`src/sv/fmtsp_pkg.sv`:
```
package fmtsp_pkg;

  // saturation limit for width, precision and star magnitudes
  localparam int unsigned NumBits = 16;
  localparam logic [15:0] SatMax = 16'((64'd1 << NumBits) - 64'd1);

  // beat layout
  localparam int unsigned InDataW  = 40;
  localparam int unsigned OutDataW = 56;

  // parser phases
  localparam logic [2:0] PhFlags   = 3'd0;
  localparam logic [2:0] PhWidDig  = 3'd1;
  localparam logic [2:0] PhAfterW  = 3'd2;
  localparam logic [2:0] PhPrecSt  = 3'd3;
  localparam logic [2:0] PhPrecDig = 3'd4;
  localparam logic [2:0] PhLen     = 3'd5;
  localparam logic [2:0] PhPair    = 3'd6;
  localparam logic [2:0] PhSpec    = 3'd7;

  // length modifier codes
  localparam logic [2:0] LenNone = 3'd0;
  localparam logic [2:0] LenH    = 3'd1;
  localparam logic [2:0] LenHH   = 3'd2;
  localparam logic [2:0] LenL    = 3'd3;
  localparam logic [2:0] LenLL   = 3'd4;
  localparam logic [2:0] LenZ    = 3'd5;
  localparam logic [2:0] LenJ    = 3'd6;
  localparam logic [2:0] LenT    = 3'd7;

  // flag bit positions
  localparam int unsigned FlagMinus = 0;
  localparam int unsigned FlagPlus  = 1;
  localparam int unsigned FlagSpace = 2;
  localparam int unsigned FlagHash  = 3;
  localparam int unsigned FlagZero  = 4;

  // characters
  localparam logic [7:0] ChNul   = 8'h00;
  localparam logic [7:0] ChMinus = 8'h2d;
  localparam logic [7:0] ChPlus  = 8'h2b;
  localparam logic [7:0] ChSpace = 8'h20;
  localparam logic [7:0] ChHash  = 8'h23;
  localparam logic [7:0] ChZero  = 8'h30;
  localparam logic [7:0] ChNine  = 8'h39;
  localparam logic [7:0] ChStar  = 8'h2a;
  localparam logic [7:0] ChDot   = 8'h2e;
  localparam logic [7:0] ChH     = 8'h68;
  localparam logic [7:0] ChL     = 8'h6c;
  localparam logic [7:0] ChZ     = 8'h7a;
  localparam logic [7:0] ChJ     = 8'h6a;
  localparam logic [7:0] ChT     = 8'h74;

  function automatic logic is_digit(input logic [7:0] c);
    return (c >= ChZero) && (c <= ChNine);
  endfunction

  // acc * 10 + digit, saturated
  function automatic logic [15:0] acc_digit(input logic [15:0] acc, input logic [7:0] c);
    logic [19:0] nxt;
    nxt = ({4'b0, acc} << 3) + ({4'b0, acc} << 1) + 20'(c - ChZero);
    if (nxt > 20'(SatMax)) begin
      return SatMax;
    end
    return nxt[15:0];
  endfunction

  // clamp a 32-bit magnitude
  function automatic logic [15:0] sat_mag(input logic [31:0] mag);
    if (mag > 32'(SatMax)) begin
      return SatMax;
    end
    return mag[15:0];
  endfunction

endpackage

```
`src/sv/format_spec_parser_top.sv`:
```
// Conversion-specification parser: feed the characters that follow a percent
// sign, one per input beat, with the star argument beside each character. The
// block tracks flags, width, precision and length modifier; the conversion
// character (or a NUL) ends the spec and produces one output beat with every
// field, after which the parser is back at its reset state. One character is
// taken every cycle unless the output stalls: the parse step is a single pass
// of logic from the accepted beat and the parser registers into the output
// register, and a new beat is taken in the same cycle that a waiting result is
// drained. Width and precision saturate at 65535; precision reads -1 when absent.
module format_spec_parser_top (
  input  logic        clk_i,
  input  logic        rst_ni,
  input  logic        s_axis_tvalid_i,
  output logic        s_axis_tready_o,
  // ch [7:0], star_value [39:8]
  input  logic [fmtsp_pkg::InDataW-1:0] s_axis_tdata_i,
  output logic        m_axis_tvalid_o,
  input  logic        m_axis_tready_i,
  // ljust [0], plus_sign [1], blank_sign [2], alt_form [3], pad_zero [4],
  // field_width [20:5], precision [37:21], length_code [40:38],
  // specifier [48:41], zero fill [55:49]
  output logic [fmtsp_pkg::OutDataW-1:0] m_axis_tdata_o
);

  logic        s_fire;
  logic [7:0]  ch;
  logic [31:0] star;
  logic        star_neg;

  logic [2:0]  phase_q, phase_d;
  logic [4:0]  flags_q, flags_d;
  logic [15:0] wid_q, wid_d;
  logic [16:0] prec_q, prec_d;
  logic [2:0]  len_q, len_d;

  logic        emit;
  logic        done;
  logic [2:0]  p_cur;

  logic        out_vld_q;
  logic [55:0] out_data_q, out_data_d;

  assign ch       = s_axis_tdata_i[7:0];
  assign star     = s_axis_tdata_i[39:8];
  assign star_neg = star[31];

  // take a beat whenever the output register is free or draining
  assign s_axis_tready_o = !out_vld_q || m_axis_tready_i;
  assign s_fire          = s_axis_tvalid_i && s_axis_tready_o;

  // one parse step
  always_comb begin
    phase_d = phase_q;
    flags_d = flags_q;
    wid_d   = wid_q;
    prec_d  = prec_q;
    len_d   = len_q;
    emit    = 1'b0;
    done    = 1'b0;
    p_cur   = phase_q;

    if (p_cur == fmtsp_pkg::PhSpec) begin
      emit = 1'b1;
      done = 1'b1;
    end else if (p_cur == fmtsp_pkg::PhPair) begin
      done = 1'b1;
      if (len_q == fmtsp_pkg::LenH && ch == fmtsp_pkg::ChH) begin
        len_d   = fmtsp_pkg::LenHH;
        phase_d = fmtsp_pkg::PhSpec;
      end else if (len_q == fmtsp_pkg::LenL && ch == fmtsp_pkg::ChL) begin
        len_d   = fmtsp_pkg::LenLL;
        phase_d = fmtsp_pkg::PhSpec;
      end else begin
        emit = 1'b1;
      end
    end

    // flags, star width or first width digit
    if (!done && p_cur == fmtsp_pkg::PhFlags) begin
      done = 1'b1;
      if (ch == fmtsp_pkg::ChMinus) begin
        flags_d[fmtsp_pkg::FlagMinus] = 1'b1;
      end else if (ch == fmtsp_pkg::ChPlus) begin
        flags_d[fmtsp_pkg::FlagPlus] = 1'b1;
      end else if (ch == fmtsp_pkg::ChSpace) begin
        flags_d[fmtsp_pkg::FlagSpace] = 1'b1;
      end else if (ch == fmtsp_pkg::ChHash) begin
        flags_d[fmtsp_pkg::FlagHash] = 1'b1;
      end else if (ch == fmtsp_pkg::ChZero) begin
        flags_d[fmtsp_pkg::FlagZero] = 1'b1;
      end else if (ch == fmtsp_pkg::ChStar) begin
        if (star_neg) begin
          flags_d[fmtsp_pkg::FlagMinus] = 1'b1;
          wid_d = fmtsp_pkg::sat_mag(32'd0 - star);
        end else begin
          wid_d = fmtsp_pkg::sat_mag(star);
        end
        phase_d = fmtsp_pkg::PhAfterW;
      end else if (fmtsp_pkg::is_digit(ch)) begin
        wid_d   = fmtsp_pkg::acc_digit(wid_q, ch);
        phase_d = fmtsp_pkg::PhWidDig;
      end else begin
        done  = 1'b0;
        p_cur = fmtsp_pkg::PhAfterW;
      end
    end

    // further width digits
    if (!done && p_cur == fmtsp_pkg::PhWidDig) begin
      if (fmtsp_pkg::is_digit(ch)) begin
        wid_d = fmtsp_pkg::acc_digit(wid_q, ch);
        done  = 1'b1;
      end else begin
        p_cur = fmtsp_pkg::PhAfterW;
      end
    end

    // dot opens the precision
    if (!done && p_cur == fmtsp_pkg::PhAfterW) begin
      if (ch == fmtsp_pkg::ChDot) begin
        prec_d  = '0;
        phase_d = fmtsp_pkg::PhPrecSt;
        done    = 1'b1;
      end else begin
        p_cur = fmtsp_pkg::PhLen;
      end
    end

    // star precision or first precision digit
    if (!done && p_cur == fmtsp_pkg::PhPrecSt) begin
      if (ch == fmtsp_pkg::ChStar) begin
        prec_d  = star_neg ? '1 : {1'b0, fmtsp_pkg::sat_mag(star)};
        phase_d = fmtsp_pkg::PhLen;
        done    = 1'b1;
      end else if (fmtsp_pkg::is_digit(ch)) begin
        prec_d  = {1'b0, fmtsp_pkg::acc_digit(16'd0, ch)};
        phase_d = fmtsp_pkg::PhPrecDig;
        done    = 1'b1;
      end else begin
        p_cur = fmtsp_pkg::PhLen;
      end
    end

    // further precision digits
    if (!done && p_cur == fmtsp_pkg::PhPrecDig) begin
      if (fmtsp_pkg::is_digit(ch)) begin
        prec_d = {1'b0, fmtsp_pkg::acc_digit(prec_q[16] ? 16'd0 : prec_q[15:0], ch)};
        done   = 1'b1;
      end
    end

    // length modifier, else the conversion character
    if (!done) begin
      if (ch == fmtsp_pkg::ChH) begin
        len_d   = fmtsp_pkg::LenH;
        phase_d = fmtsp_pkg::PhPair;
      end else if (ch == fmtsp_pkg::ChL) begin
        len_d   = fmtsp_pkg::LenL;
        phase_d = fmtsp_pkg::PhPair;
      end else if (ch == fmtsp_pkg::ChZ) begin
        len_d   = fmtsp_pkg::LenZ;
        phase_d = fmtsp_pkg::PhSpec;
      end else if (ch == fmtsp_pkg::ChJ) begin
        len_d   = fmtsp_pkg::LenJ;
        phase_d = fmtsp_pkg::PhSpec;
      end else if (ch == fmtsp_pkg::ChT) begin
        len_d   = fmtsp_pkg::LenT;
        phase_d = fmtsp_pkg::PhSpec;
      end else begin
        emit = 1'b1;
      end
    end

    // result from the state gathered so far, then back to reset
    out_data_d = {7'd0, ch, len_q, prec_q, wid_q, flags_q};
    if (emit) begin
      phase_d = fmtsp_pkg::PhFlags;
      flags_d = '0;
      wid_d   = '0;
      prec_d  = '1;
      len_d   = fmtsp_pkg::LenNone;
    end
  end

  // parser state
  always_ff @(posedge clk_i or negedge rst_ni) begin
    if (!rst_ni) begin
      phase_q <= fmtsp_pkg::PhFlags;
      flags_q <= '0;
      wid_q   <= '0;
      prec_q  <= '1;
      len_q   <= fmtsp_pkg::LenNone;
    end else if (s_fire) begin
      phase_q <= phase_d;
      flags_q <= flags_d;
      wid_q   <= wid_d;
      prec_q  <= prec_d;
      len_q   <= len_d;
    end
  end

  // output beat register
  always_ff @(posedge clk_i or negedge rst_ni) begin
    if (!rst_ni) begin
      out_vld_q <= 1'b0;
    end else if (s_fire) begin
      out_vld_q <= emit;
    end else if (m_axis_tready_i) begin
      out_vld_q <= 1'b0;
    end
  end

  always_ff @(posedge clk_i) begin
    if (s_fire && emit) begin
      out_data_q <= out_data_d;
    end
  end

  assign m_axis_tvalid_o = out_vld_q;
  assign m_axis_tdata_o  = out_data_q;

  // a NUL always closes the spec
  a_nul_emits: assert property (@(posedge clk_i) disable iff (!rst_ni)
    s_fire && ch == fmtsp_pkg::ChNul |=> m_axis_tvalid_o)
    else $error("NUL beat gave no result");

  // parser is back at reset after a result
  a_emit_resets: assert property (@(posedge clk_i) disable iff (!rst_ni)
    s_fire && emit |=> phase_q == fmtsp_pkg::PhFlags && prec_q == '1 && flags_q == '0)
    else $error("parser not reset after result");

  // precision is -1 or non-negative
  a_prec_range: assert property (@(posedge clk_i) disable iff (!rst_ni)
    prec_q[16] |-> prec_q == '1)
    else $error("precision below -1");

  // pair phase only after a single h or l
  a_pair_len: assert property (@(posedge clk_i) disable iff (!rst_ni)
    phase_q == fmtsp_pkg::PhPair |-> len_q == fmtsp_pkg::LenH || len_q == fmtsp_pkg::LenL)
    else $error("pair phase with bad length code");

endmodule

```
`config.mk`:
```
export PLATFORM = sky130hd
export DESIGN_NAME = format_spec_parser_top
export DESIGN_NICKNAME = d
export VERILOG_FILES = /design/src/sv/fmtsp_pkg.sv /design/src/sv/format_spec_parser_top.sv
export SDC_FILE = /design/constraint.sdc
export NUM_CORES = 1
export LEC_CHECK = 0
export BUFFER_PORTS_ARGS = -buffer_cell sky130_fd_sc_hd__buf_2
export CORE_ASPECT_RATIO = 1.75
export CORE_MARGIN = 10
export CORE_UTILIZATION = 43
export DETAILED_ROUTE_END_ITERATION = 10
export SYNTH_ARGS = -nofsm -noshare
export SYNTH_HDL_FRONTEND = slang
export SYNTH_SLANG_ARGS = --single-unit
```
`constraint.sdc`:
```
create_clock -name clk_i -period 11.2 [get_ports clk_i]
set_clock_uncertainty 0.15 [all_clocks]
set_input_delay 1.68 -clock clk_i [delete_from_list [all_inputs] [get_ports clk_i]]
set_output_delay 1.68 -clock clk_i [all_outputs]
set_load 0.01 [all_outputs]
```
==> impl_metrics.yaml <==
timing:
  clock.fmax_ghz: 0.156
  fin_hold_ws_ps: 302
  fin_crit_ps: 6390
  final_max_slew_viol_count: 0
  setup_viol: 0
  hold_viol: 0
  slew_headroom_pct: 21.2
  rsz0062_at_grt: "false"
  fin_crit_sh_pct: 57.1
  tns_ps: 0
  worstMarginPinSlew_ps: 1180
  layout_setup_ws_ps: 4810
pwr:
  power_density_nw_per_um2: 162
  max-vdd-ir-drop_uv: 99.1
  power_leakage_nw: 3.80
  power_mw: 1.52
cts:
  holdBufCountCts: 0
  cts_root_buffer: "clkbuf_16"
  post_cts_resized: 0
  clkTransAtPathRegs_ps: 80
  post_cts_buffers: 0
  cts_buffers: 9
  insertion_delay_ps: 360
  numClockSinks: 94
  h-tree-depth: 3
  ctsLongestPathBuffers: 2
  tritoncts: "built"
setup_path:
  worstPathRequired_ps: 11300
  end_kind: "flop"
  reg2reg_depth: 12
  critPathMaxFanout: 28
  worstReg2RegStart: "wid_q[0]"
  cp-start-kind: "input pin"
  r2r_setup_slack_ps: 6570
  worstReg2RegEnd: "wid_q[3]"
  crit_arrival_ps: 6490
  crit_type: "in2reg"
min_path:
  holdPathStages: 0
  min-delay-start: "flags_q[3]"
  hold_path_class: "reg2reg"
  worstHoldEndpoint: "m_axis_tdata_o[3]"
flow_run:
  maxCapViolations: 0
synth:
  synth_warnings: 0
  synth-async-reset-ratio_pct: 47.9
  netlist_instances: 955
  synth_commonest_cells: "79 x a21oi_1, 71 x nor2_1, 68 x nand2_1"
  ys_types: 77
  synth_area_leaders: "edfxtp_1 18%, dfrtp_1 8.4%, fa_1 7.2%"
  synth_most_common_cell: "a21oi_1"
  synth-seq-cells: 94
  synth_top_cell_area_share_pct: 17.6
  yosysSeqAreaShare_pct: 31.3
  yosysTopAreaCell: "edfxtp_1"
  synth-edff-count: 49
  netlist_area_um2: 8360
  ys.flop_type: "edfxtp_1"
  avgSynthCellArea_um2: 8.76
floorplanning:
  die_y_um: 204
  io_pins: 102
  core-area_um2: 19100
  dieArea_um2: 25600
  start_util_pct: 43.7
  rows: 67
  die-width_um: 125
route:
  vias: 8030
  drtIter0Drc: 678
  vias_per_cell: 6.29
  postRouteAntennaNets: 0
  drt_first_pass_iters: 5
  drc: 0
  wl_per_cell_um: 22.2
  routed_wl_mm: 28.3
placed_design:
  place_area_um2: 9050
  dp_slack_ps: 4480
  place_congestion: 0.981
  hpwl_mm: 22.2
  port_buffers: 94
cells_and_area:
  antenna_cells: 0
  post_route_cells_drive_above_1_share_pct: 15.5
  areaGrowthSynthToFinish_pct: 11.9
  final_nets: 1150
  final_area_um2: 9350
grt:
  grt_max_degree: 46
  track_usage_pct: 21.8
  grt-ovfl-total: 0
  grt_pass1_wl_mm: 45.0
  grt_pass1_vias: 8167
  antenna_found_initial: 2
outcome:
  status: "finished, final reports clean"
==> worst max-delay path, stage by stage <==
cell	delay, ps
buf_2	160
ha_1	310
or3_1	370
inv_1	70
buf_4	420
fa_1	520
ha_1	410
a21oi_1	280
o21ai_1	130
or3_1	370
o22ai_1	140
a211oi_1	90
or3_1	710
o31ai_1	430
nor2_1	90
a211o_1	270
==> worst max path at each step <==
stage	start	endpoint	slack, ps	cells after the start
3_3_place_gp	s_axis_tdata_i[4]	wid_q[1]	4590	16
5_1_grt	s_axis_tdata_i[4]	wid_q[1]	4460	15
3_5_place_dp	s_axis_tdata_i[4]	wid_q[1]	4480	16
6_report	s_axis_tdata_i[4]	wid_q[1]	4810	16
2_1_floorplan	s_axis_tdata_i[4]	wid_q[1]	4770	16
4_1_cts	s_axis_tdata_i[4]	wid_q[1]	4870	16
==> power by group <==
group          leakage (nW)  total, mW  switching (mW)  internal (mW)
clock network         0.146      0.329           0.151          0.178
logic                  2.67      0.705           0.451          0.254
registers             0.980      0.485          0.0586          0.427
==> sequential cells by signal (all words and copies together) (netlist names) <==
signal and flops:
phase_q 3, m_axis_tdata_o 49, m_axis_tvalid_o 1, wid_q 16, flags_q 5, prec_q 17
len_q 3
==> placed cells by master (no fill, tap or decap), drive strengths merged, types with 16 or more instances in the layout <==
| cell | instances |
|---|---|
| nand3 | 32 |
| o211ai | 21 |
| fa | 30 |
| nor3 | 37 |
| xnor2 | 20 |
| a21oi | 79 |
| nand2 | 68 |
| buf | 107 |
| dfstp | 17 |
| ha | 45 |
| inv | 59 |
| edfxtp | 49 |
| o221ai | 16 |
| nor2 | 71 |
| o21ai | 75 |
| dfrtp | 28 |
==> layer usage <==
metal / vias up / part of all wire [%] / GRT usage (%)
met1: 3878 / 36 / 21.8
met2: 288 / 53 / 40.7
li1: 3748 / - / -
met5: - / 0.12 / 0
met3: 112 / 3.9 / 3.22
met4: 4 / 6.8 / 14.4
==> logic make-up (layout without fill, tap and decap cells) <==
family,count (synthesis),in the layout,share of synthesized area [%]
mux,6,6,0.733
other cells,1,7,0.0448
fa+ha+maj,75,75,13.9
simple gates,324,324,20.3
xor+xnor,34,34,3.56
flops,94,94,31.3
compound gates,318,318,25.2
buf+inv,103,178,4.94
==> final cells by class <==
cell class	count	area, um^2
Fill cell	1935	9760
Multi-Input combinational cell	764	5360
Sequential cell	94	2620
Timing Repair Buffer	107	568
Tap cell	241	302
Clock buffer	10	229
Inverter	55	206
Clock inverter	6	75.1
==> through the flow <==
step                      util [%]  cells
final                         48.9   1277
after floorplan                  -    961
after CTS                     48.9   1277
after global routing          48.9   1277
after detailed placement      47.3   1261
after global placement        47.3   1261
Power figures use the tool's default switching activity.
